[src/sv/wbh_pkg.sv]
// ----------------------------------------------------------------------------
// wbh_pkg - white balance histogram shared definitions
// Payload types, command and status bundles, codes and arithmetic constants.
// ----------------------------------------------------------------------------
package wbh_pkg;

    localparam int SAMPLE_W  = 16;
    localparam int GAIN_W    = 17;
    localparam int COUNT_W   = 32;
    localparam int GAIN_FRAC = 14;
    localparam int PROD_W    = SAMPLE_W + GAIN_W;

    // round(0.333 * sum) = (sum * 333 + 500) / 1000
    localparam int SUM_W      = SAMPLE_W + 2;
    localparam int ACC_W      = 27;
    localparam int GRAY_MUL   = 333;
    localparam int GRAY_BIAS  = 500;
    // floor(x / 1000) = (x * DIV_RECIP) >> DIV_SHIFT, exact for x < 2**27
    localparam int DIV_RECIP  = 68719477;
    localparam int DIV_SHIFT  = 36;
    localparam int QUOT_W     = 2 * ACC_W;

    localparam logic [1:0] KIND_PIXEL = 2'd0;
    localparam logic [1:0] KIND_CLEAR = 2'd1;
    localparam logic [1:0] KIND_READ  = 2'd2;

    localparam logic [1:0] CH_RED   = 2'd0;
    localparam logic [1:0] CH_GREEN = 2'd1;
    localparam logic [1:0] CH_BLUE  = 2'd2;

    localparam logic [1:0] REG_GAIN_RED   = 2'd0;
    localparam logic [1:0] REG_GAIN_GREEN = 2'd1;
    localparam logic [1:0] REG_GAIN_BLUE  = 2'd2;
    localparam logic [1:0] REG_GRAY_MODE  = 2'd3;

    localparam logic [GAIN_W-1:0] GAIN_UNITY = 17'd16384;

    typedef struct packed {
        logic [1:0]          kind;
        logic [SAMPLE_W-1:0] red_in;
        logic [SAMPLE_W-1:0] green_in;
        logic [SAMPLE_W-1:0] blue_in;
        logic [1:0]          read_channel;
        logic [7:0]          read_bin;
    } pixel_t;

    typedef struct packed {
        logic [SAMPLE_W-1:0] red_out;
        logic [SAMPLE_W-1:0] green_out;
        logic [SAMPLE_W-1:0] blue_out;
        logic [COUNT_W-1:0]  bin_count;
        logic                count_valid;
    } result_t;

    typedef enum logic [3:0] {
        ST_INIT,
        ST_IDLE,
        ST_GAIN,
        ST_SAT,
        ST_SUM,
        ST_DIV,
        ST_BIN,
        ST_READ,
        ST_WRITE,
        ST_CLEAR,
        ST_DONE
    } state_t;

    typedef struct packed {
        logic load_in;
        logic gain_en;
        logic sat_en;
        logic sum_en;
        logic div_en;
        logic bin_en;
        logic mem_rd;
        logic mem_wr;
        logic clr_wr;
        logic out_load;
    } cmd_t;

    typedef struct packed {
        logic [1:0] in_kind;
        logic [1:0] kind;
        logic       clr_last;
    } status_t;

endpackage

[src/sv/wbh_ctrl.sv]
// ----------------------------------------------------------------------------
// wbh_ctrl - white balance histogram controller
// Sequences pixel, read and clear items and owns the result valid flag.
// ----------------------------------------------------------------------------
module wbh_ctrl (
    input  logic             clk,
    input  logic             rst_n,
    input  logic             in_valid,
    output logic             in_ready,
    output logic             out_valid,
    input  logic             out_ready,
    input  wbh_pkg::status_t stat,
    output wbh_pkg::cmd_t    cmd
);
    import wbh_pkg::*;

    state_t state_reg;
    state_t state_next;
    logic   out_valid_reg;
    logic   out_valid_next;
    logic   out_free;

    assign out_free  = !out_valid_reg || out_ready;
    assign in_ready  = (state_reg == ST_IDLE);
    assign out_valid = out_valid_reg;

    always_comb
    begin
        state_next = state_reg;
        unique case (state_reg)
            ST_INIT:
            begin
                if (stat.clr_last)
                    state_next = ST_IDLE;
            end
            ST_IDLE:
            begin
                if (in_valid)
                begin
                    case (stat.in_kind)
                        KIND_PIXEL: state_next = ST_GAIN;
                        KIND_CLEAR: state_next = ST_CLEAR;
                        KIND_READ:  state_next = ST_READ;
                        default:    state_next = ST_DONE;
                    endcase
                end
            end
            ST_GAIN:  state_next = ST_SAT;
            ST_SAT:   state_next = ST_SUM;
            ST_SUM:   state_next = ST_DIV;
            ST_DIV:   state_next = ST_BIN;
            ST_BIN:   state_next = ST_READ;
            ST_READ:  state_next = (stat.kind == KIND_PIXEL) ? ST_WRITE : ST_DONE;
            ST_WRITE: state_next = ST_DONE;
            ST_CLEAR:
            begin
                if (stat.clr_last)
                    state_next = ST_DONE;
            end
            ST_DONE:
            begin
                if (out_free)
                    state_next = ST_IDLE;
            end
            default:  state_next = ST_INIT;
        endcase
    end

    always_comb
    begin
        cmd = '0;
        unique case (state_reg)
            ST_INIT:  cmd.clr_wr   = 1'b1;
            ST_IDLE:  cmd.load_in  = in_valid;
            ST_GAIN:  cmd.gain_en  = 1'b1;
            ST_SAT:   cmd.sat_en   = 1'b1;
            ST_SUM:   cmd.sum_en   = 1'b1;
            ST_DIV:   cmd.div_en   = 1'b1;
            ST_BIN:   cmd.bin_en   = 1'b1;
            ST_READ:  cmd.mem_rd   = 1'b1;
            ST_WRITE: cmd.mem_wr   = 1'b1;
            ST_CLEAR: cmd.clr_wr   = 1'b1;
            ST_DONE:  cmd.out_load = out_free;
            default:  cmd = '0;
        endcase
    end

    // Set on load, drop once the waiting result is transferred.
    always_comb
    begin
        out_valid_next = out_valid_reg;
        if (out_valid_reg && out_ready)
            out_valid_next = 1'b0;
        if (cmd.out_load)
            out_valid_next = 1'b1;
    end

    always_ff @(posedge clk or negedge rst_n)
    begin
        if (!rst_n)
        begin
            state_reg     <= ST_INIT;
            out_valid_reg <= 1'b0;
        end
        else
        begin
            state_reg     <= state_next;
            out_valid_reg <= out_valid_next;
        end
    end

endmodule

[config.mk]
export PLATFORM = sky130hd
export DESIGN_NAME = wbh_ctrl
export DESIGN_NICKNAME = d
export VERILOG_FILES = /design/src/sv/wbh_pkg.sv /design/src/sv/wbh_ctrl.sv
export SDC_FILE = /design/constraint.sdc
export NUM_CORES = 1
export LEC_CHECK = 0
export ABC_AREA = 0
export BUFFER_PORTS_ARGS = -buffer_cell sky130_fd_sc_hd__buf_2
export CORE_AREA = 2 2 39 41
export CTS_BUF_LIST = sky130_fd_sc_hd__clkbuf_8
export DETAILED_ROUTE_END_ITERATION = 10
export DIE_AREA = 0 0 41 43
export PLACE_DENSITY = 0.68
export SLEW_MARGIN = 20
export SYNTH_ARGS = -nofsm -noshare
export SYNTH_HDL_FRONTEND = slang
export SYNTH_SLANG_ARGS = --single-unit
[constraint.sdc]
create_clock -name clk -period 2.2 [get_ports clk]
set_input_delay 0.22 -clock clk [delete_from_list [all_inputs] [get_ports clk]]
set_output_delay 0.22 -clock clk [all_outputs]
set_load 0.05 [all_outputs]
# Word level (Yosys, flattened, before mapping)
# Index checks and enable logic that the tools add are counted.
classes:
  n_eq_ne: 16
  n_mux: 19
  n_reduce_logical: 9
ops:
  columns: ["op", "n"]
  rows:
  - ["$pmux 4 s11", 1]
  - ["$eq 4x3->1 const B", 4]
  - ["$mux 4", 4]
  - ["$eq 4x4->1 const B", 3]
  - ["$mux 1", 12]
  - ["$pmux 4 s3", 1]
  - ["$eq 4x2->1 const B", 2]
  - ["$ne 2x2->1 const B", 4]
  - ["$eq 4x1->1 const B", 1]
  - ["$logic_not 2->1", 2]
  - ["$logic_not 4->1", 1]
  - ["$reduce_and 4->1", 1]
  - ["$eq 2x1->1 const B", 1]
  - ["$eq 2x2->1 const B", 1]
  - ["$mux 2", 1]
  - ["$reduce_bool 2->1", 1]
  - ["$reduce_or 2->1", 1]
  - ["$logic_and 1x1->1", 1]
  - ["$logic_not 1->1", 1]
  - ["$logic_or 1x1->1", 1]
totals:
  ff_bits: 5
  inputBits: 9
  output_inout_bits: 12
  word_cells: 46

# Logic depth before layout (Yosys ltp)
logic_depth:
  ltp_word: 4
  depth_mapped: 6
  depth_no_buf: 6

# Worst setup path after synthesis
# Ideal clock, no wire load.
synth_path:
  path_type: "register -> output"
  start: "reg state_reg[1]"
  end: "out cmd[9] in the netlist's numbering"
  arrival_ns: 1.904
  required_ns: 1.980
  setup_slack_ns: 0.076
  path_stages_with_launch: 5
  path_buffers: 1
  path_cell_list: "dfrtp_1 -> buf_4 -> nand2b_2 -> nor3_2 -> and2_1"
synth_lines:
  columns: ["element", "line", "source"]
  rows:
  - ["from (decl)", "wbh_ctrl.sv:17", "state_t state_reg;"]
  - ["from (signal assigned)", "wbh_ctrl.sv:107", "state_reg <= state_next;"]
  - ["to (decl)", "wbh_ctrl.sv:13", "output wbh_pkg::cmd_t cmd"]

==> flow_results.xml <==
<?xml version="1.0" encoding="UTF-8"?>
<metrics>
  <group name="run_status">
    <metric name="run_status" unit="">completed</metric>
  </group>
  <group name="clock_tree">
    <metric name="clkTransAtPathRegs" unit="ns">0.03</metric>
    <metric name="tritoncts" unit="">yes</metric>
    <metric name="h_tree_depth" unit="">1</metric>
    <metric name="clock_sinks" unit="">5</metric>
    <metric name="clock_tree.root_cell" unit="">sky130_fd_sc_hd__clkbuf_8</metric>
    <metric name="worst_skew_pair.late_latency" unit="ns">0.22</metric>
    <metric name="cts.path.max_buffers" unit="">2</metric>
    <metric name="cts_inserted_buffers" unit="">3</metric>
    <metric name="cts_resized" unit="">0</metric>
  </group>
  <group name="drt">
    <metric name="viasPerCell" unit="">5.12</metric>
    <metric name="antenna_left" unit="">0</metric>
    <metric name="avgRoutedWirePerCell" unit="um">11.5</metric>
    <metric name="dr_total_vias" unit="">532</metric>
    <metric name="drc_errors" unit="">0</metric>
    <metric name="dr.pass1.iters" unit="">4</metric>
    <metric name="drtIter0Drc" unit="">11</metric>
    <metric name="wirelength" unit="um">1200</metric>
  </group>
  <group name="placed_design">
    <metric name="globalplace.congestion" unit="">0.768</metric>
    <metric name="place_area" unit="um^2">619</metric>
    <metric name="dp_hpwl" unit="um">920</metric>
    <metric name="port-buffer-count" unit="">20</metric>
  </group>
  <group name="sta">
    <metric name="timing.clock.skew" unit="ns">0.00217</metric>
    <metric name="post-route-min-period" unit="ns">1.75</metric>
    <metric name="maxSlewViolCount" unit="">0</metric>
    <metric name="finalSetupTns" unit="ns">0</metric>
    <metric name="maxClockFrequency" unit="MHz">572</metric>
    <metric name="setup_viol_count_final" unit="">0</metric>
    <metric name="post-route-period-util" unit="%">79.5</metric>
    <metric name="rsz0062_at_grt" unit="">false</metric>
    <metric name="maxSlewHeadroom" unit="%">68.1</metric>
    <metric name="hold_viol" unit="">0</metric>
    <metric name="worst-slew-pin-transition" unit="ns">0.478</metric>
  </group>
  <group name="global_routing">
    <metric name="grt_pass1_vias" unit="">448</metric>
    <metric name="grt-ovfl-total" unit="">0</metric>
    <metric name="globalRouteTotalUtil" unit="%">14.6</metric>
    <metric name="grt_pass1_wl" unit="um">1800</metric>
    <metric name="largest_net_degree_at_the_start_of_global_routing" unit="">17</metric>
    <metric name="initial_antenna_violation_count" unit="">0</metric>
  </group>
  <group name="setup_path">
    <metric name="critical-path-top-delay-family" unit="">flip-flops</metric>
    <metric name="cp_slowest_stage_delay" unit="ns">0.54</metric>
    <metric name="crit_path_max_fanout" unit="">16</metric>
    <metric name="cp_num_buf_inv" unit="">1</metric>
    <metric name="critical_path.endpoint_type" unit="">primary output</metric>
    <metric name="worstPathRequired" unit="ns">1.98</metric>
    <metric name="path_class" unit="">flop to primary output</metric>
    <metric name="crit_arrival" unit="ns">1.53</metric>
    <metric name="worst_path_max_delay_cell" unit="">sky130_fd_sc_hd__dfrtp_1</metric>
    <metric name="cp-start-kind" unit="">flop</metric>
    <metric name="cp_cell_sequence" unit="">nand2b_2, nor2_1, buf_2</metric>
  </group>
  <group name="floorplanning">
    <metric name="design.portCount" unit="">21</metric>
    <metric name="chipHeight" unit="um">43</metric>
    <metric name="std_cell_rows" unit="">14</metric>
    <metric name="die_w" unit="um">41</metric>
    <metric name="initial_core_util" unit="%">38.4</metric>
    <metric name="fp.coreArea" unit="mm^2">0.00138</metric>
    <metric name="design.die.area" unit="mm^2">0.00176</metric>
  </group>
  <group name="power_and_ir_drop">
    <metric name="p_leak" unit="nW">0.343</metric>
    <metric name="power_density" unit="mW/mm^2">1500</metric>
    <metric name="max-vdd-ir-drop" unit="V">0.000783</metric>
  </group>
  <group name="cells_and_area">
    <metric name="antenna-diode-count" unit="">0</metric>
    <metric name="final_common_cell" unit="">sky130_fd_sc_hd__buf_2</metric>
    <metric name="fraction_of_final_layout_cells_with_drive_strength_greater_than_1" unit="%">33.0</metric>
    <metric name="area_growth_syn_to_layout" unit="%">26.8</metric>
    <metric name="design_area" unit="um^2">674</metric>
    <metric name="finish.net_count" unit="">102</metric>
    <metric name="most-common-layout-cells" unit="">sky130_fd_sc_hd__buf_2, sky130_fd_sc_hd__inv_1, sky130_fd_sc_hd__nor3_1, sky130_fd_sc_hd__nor2_1, sky130_fd_sc_hd__dfrtp_1</metric>
    <metric name="largest_register_ffs" unit="">4</metric>
  </group>
  <group name="yosys">
    <metric name="top_cells_by_area_in_the_synthesized_netlist" unit="">sky130_fd_sc_hd__dfrtp_1, sky130_fd_sc_hd__ha_1, sky130_fd_sc_hd__nor3_1</metric>
    <metric name="netlist.area_leader.share" unit="%">23.5</metric>
    <metric name="syn_area_per_cell" unit="um^2">7.82</metric>
    <metric name="yosysSeqAreaShare" unit="%">23.5</metric>
    <metric name="warning_count_from_the_yosys_run" unit="">0</metric>
    <metric name="synth_cell_types" unit="">29</metric>
    <metric name="syn_inst" unit="">68</metric>
    <metric name="synthDominantAreaCellType" unit="">sky130_fd_sc_hd__dfrtp_1</metric>
    <metric name="ys_ff_latch" unit="">5</metric>
    <metric name="postSynthNetCount" unit="">81</metric>
    <metric name="post_synth_instance_area" unit="um^2">532</metric>
  </group>
  <group name="flow_run">
    <metric name="max_cap_viol_count" unit="">0</metric>
  </group>
  <group name="worst_hold_path">
    <metric name="holdCritPathClass" unit="">input pin to flop</metric>
  </group>
</metrics>
## layer usage
metal  GRT usage, %  share of wire, %  wire (um)
met3           4.71               2.9         35
met5              0                 0          0
met4           2.00                 0          0
met1           18.7                48        580
met2           23.4                49        582
## cell type report
type | instances | area (um^2)
sequential | 5 | 125
inverter | 7 | 26.3
timing repair buffer | 21 | 110
tap | 16 | 20.0
multi-input combinational | 51 | 348
clock inverter | 1 | 3.75
clock buffer | 3 | 41.3
fill | 142 | 709
## synthesized netlist by cell type, drive strengths merged
| cell type | n |
|---|---|
| a21oi | 4 |
| nand2 | 2 |
| buf | 5 |
| nand2b | 4 |
| o2bb2ai | 1 |
| or2 | 1 |
| o21ai | 5 |
| nor3b | 1 |
| nand4bb | 1 |
| o32ai | 1 |
| xor2 | 1 |
| and2 | 1 |
| ha | 4 |
| or3 | 2 |
| o31ai | 1 |
| o22ai | 2 |
| nor3 | 8 |
| dfrtp | 5 |
| a2bb2oi | 1 |
| mux2 | 2 |
| nor2 | 7 |
| inv | 7 |
| nor4 | 2 |
## cells by family (layout without fill, tap and decap cells)
| kind of cell | after synthesis | in the layout | synth area share, % |
|---|---|---|---|
| flip-flops | 5 | 5 | 23.5 |
| multiplexers | 2 | 2 | 4.23 |
| AO/OA/AOI/OAI | 15 | 15 | 18.1 |
| adder cells (fa/ha/maj) | 4 | 4 | 9.41 |
| AND/OR/NAND/NOR | 29 | 29 | 32.0 |
| buffers and inverters | 12 | 32 | 11.1 |
| XOR/XNOR | 1 | 1 | 1.65 |
## through the flow
step | util, % | hold WS [ns] | total power, W | std cells | setup slack, ns
after floorplan | - | -0.0756 | 0.000748 | 68 | 0.0760
after global placement | 44.8 | 0.0399 | 0.000850 | 99 | 0.689
after detailed placement | 44.8 | 0.0389 | 0.000852 | 99 | 0.657
after CTS | 48.7 | 0.234 | 0.00102 | 104 | 0.449
after global routing | 48.7 | 0.270 | 0.00109 | 104 | 0.326
final | 48.7 | 0.238 | 0.00101 | 104 | 0.452
## power by group
part	leakage, nW	switching [W]	internal [W]
Sequential	0.0642	0.000111	0.000127
Combinational	0.251	0.000417	0.000197
Clock	0.0269	0.0000434	0.000119
## what timing repair did
item	4_1_cts	5_1_grt
hold buffers	1	0
endpoints found under the hold margin	5	0
buffers inserted	0	0
## final timing paths
check	start	to	slack [ns]	cells after the start
max	state_reg[3]	cmd[3]	0.45	3
min in group asynchronous	rst_n	state_reg[1]	0.36	2
min reg2reg	out_valid	out_valid	0.58	2
min	out_ready	out_valid	0.24	2
max reg2reg	state_reg[3]	state_reg[1]	0.68	4
max in group asynchronous	rst_n	state_reg[2]	1.70	2
No activity file was read; power rests on OpenSTA's default activity.
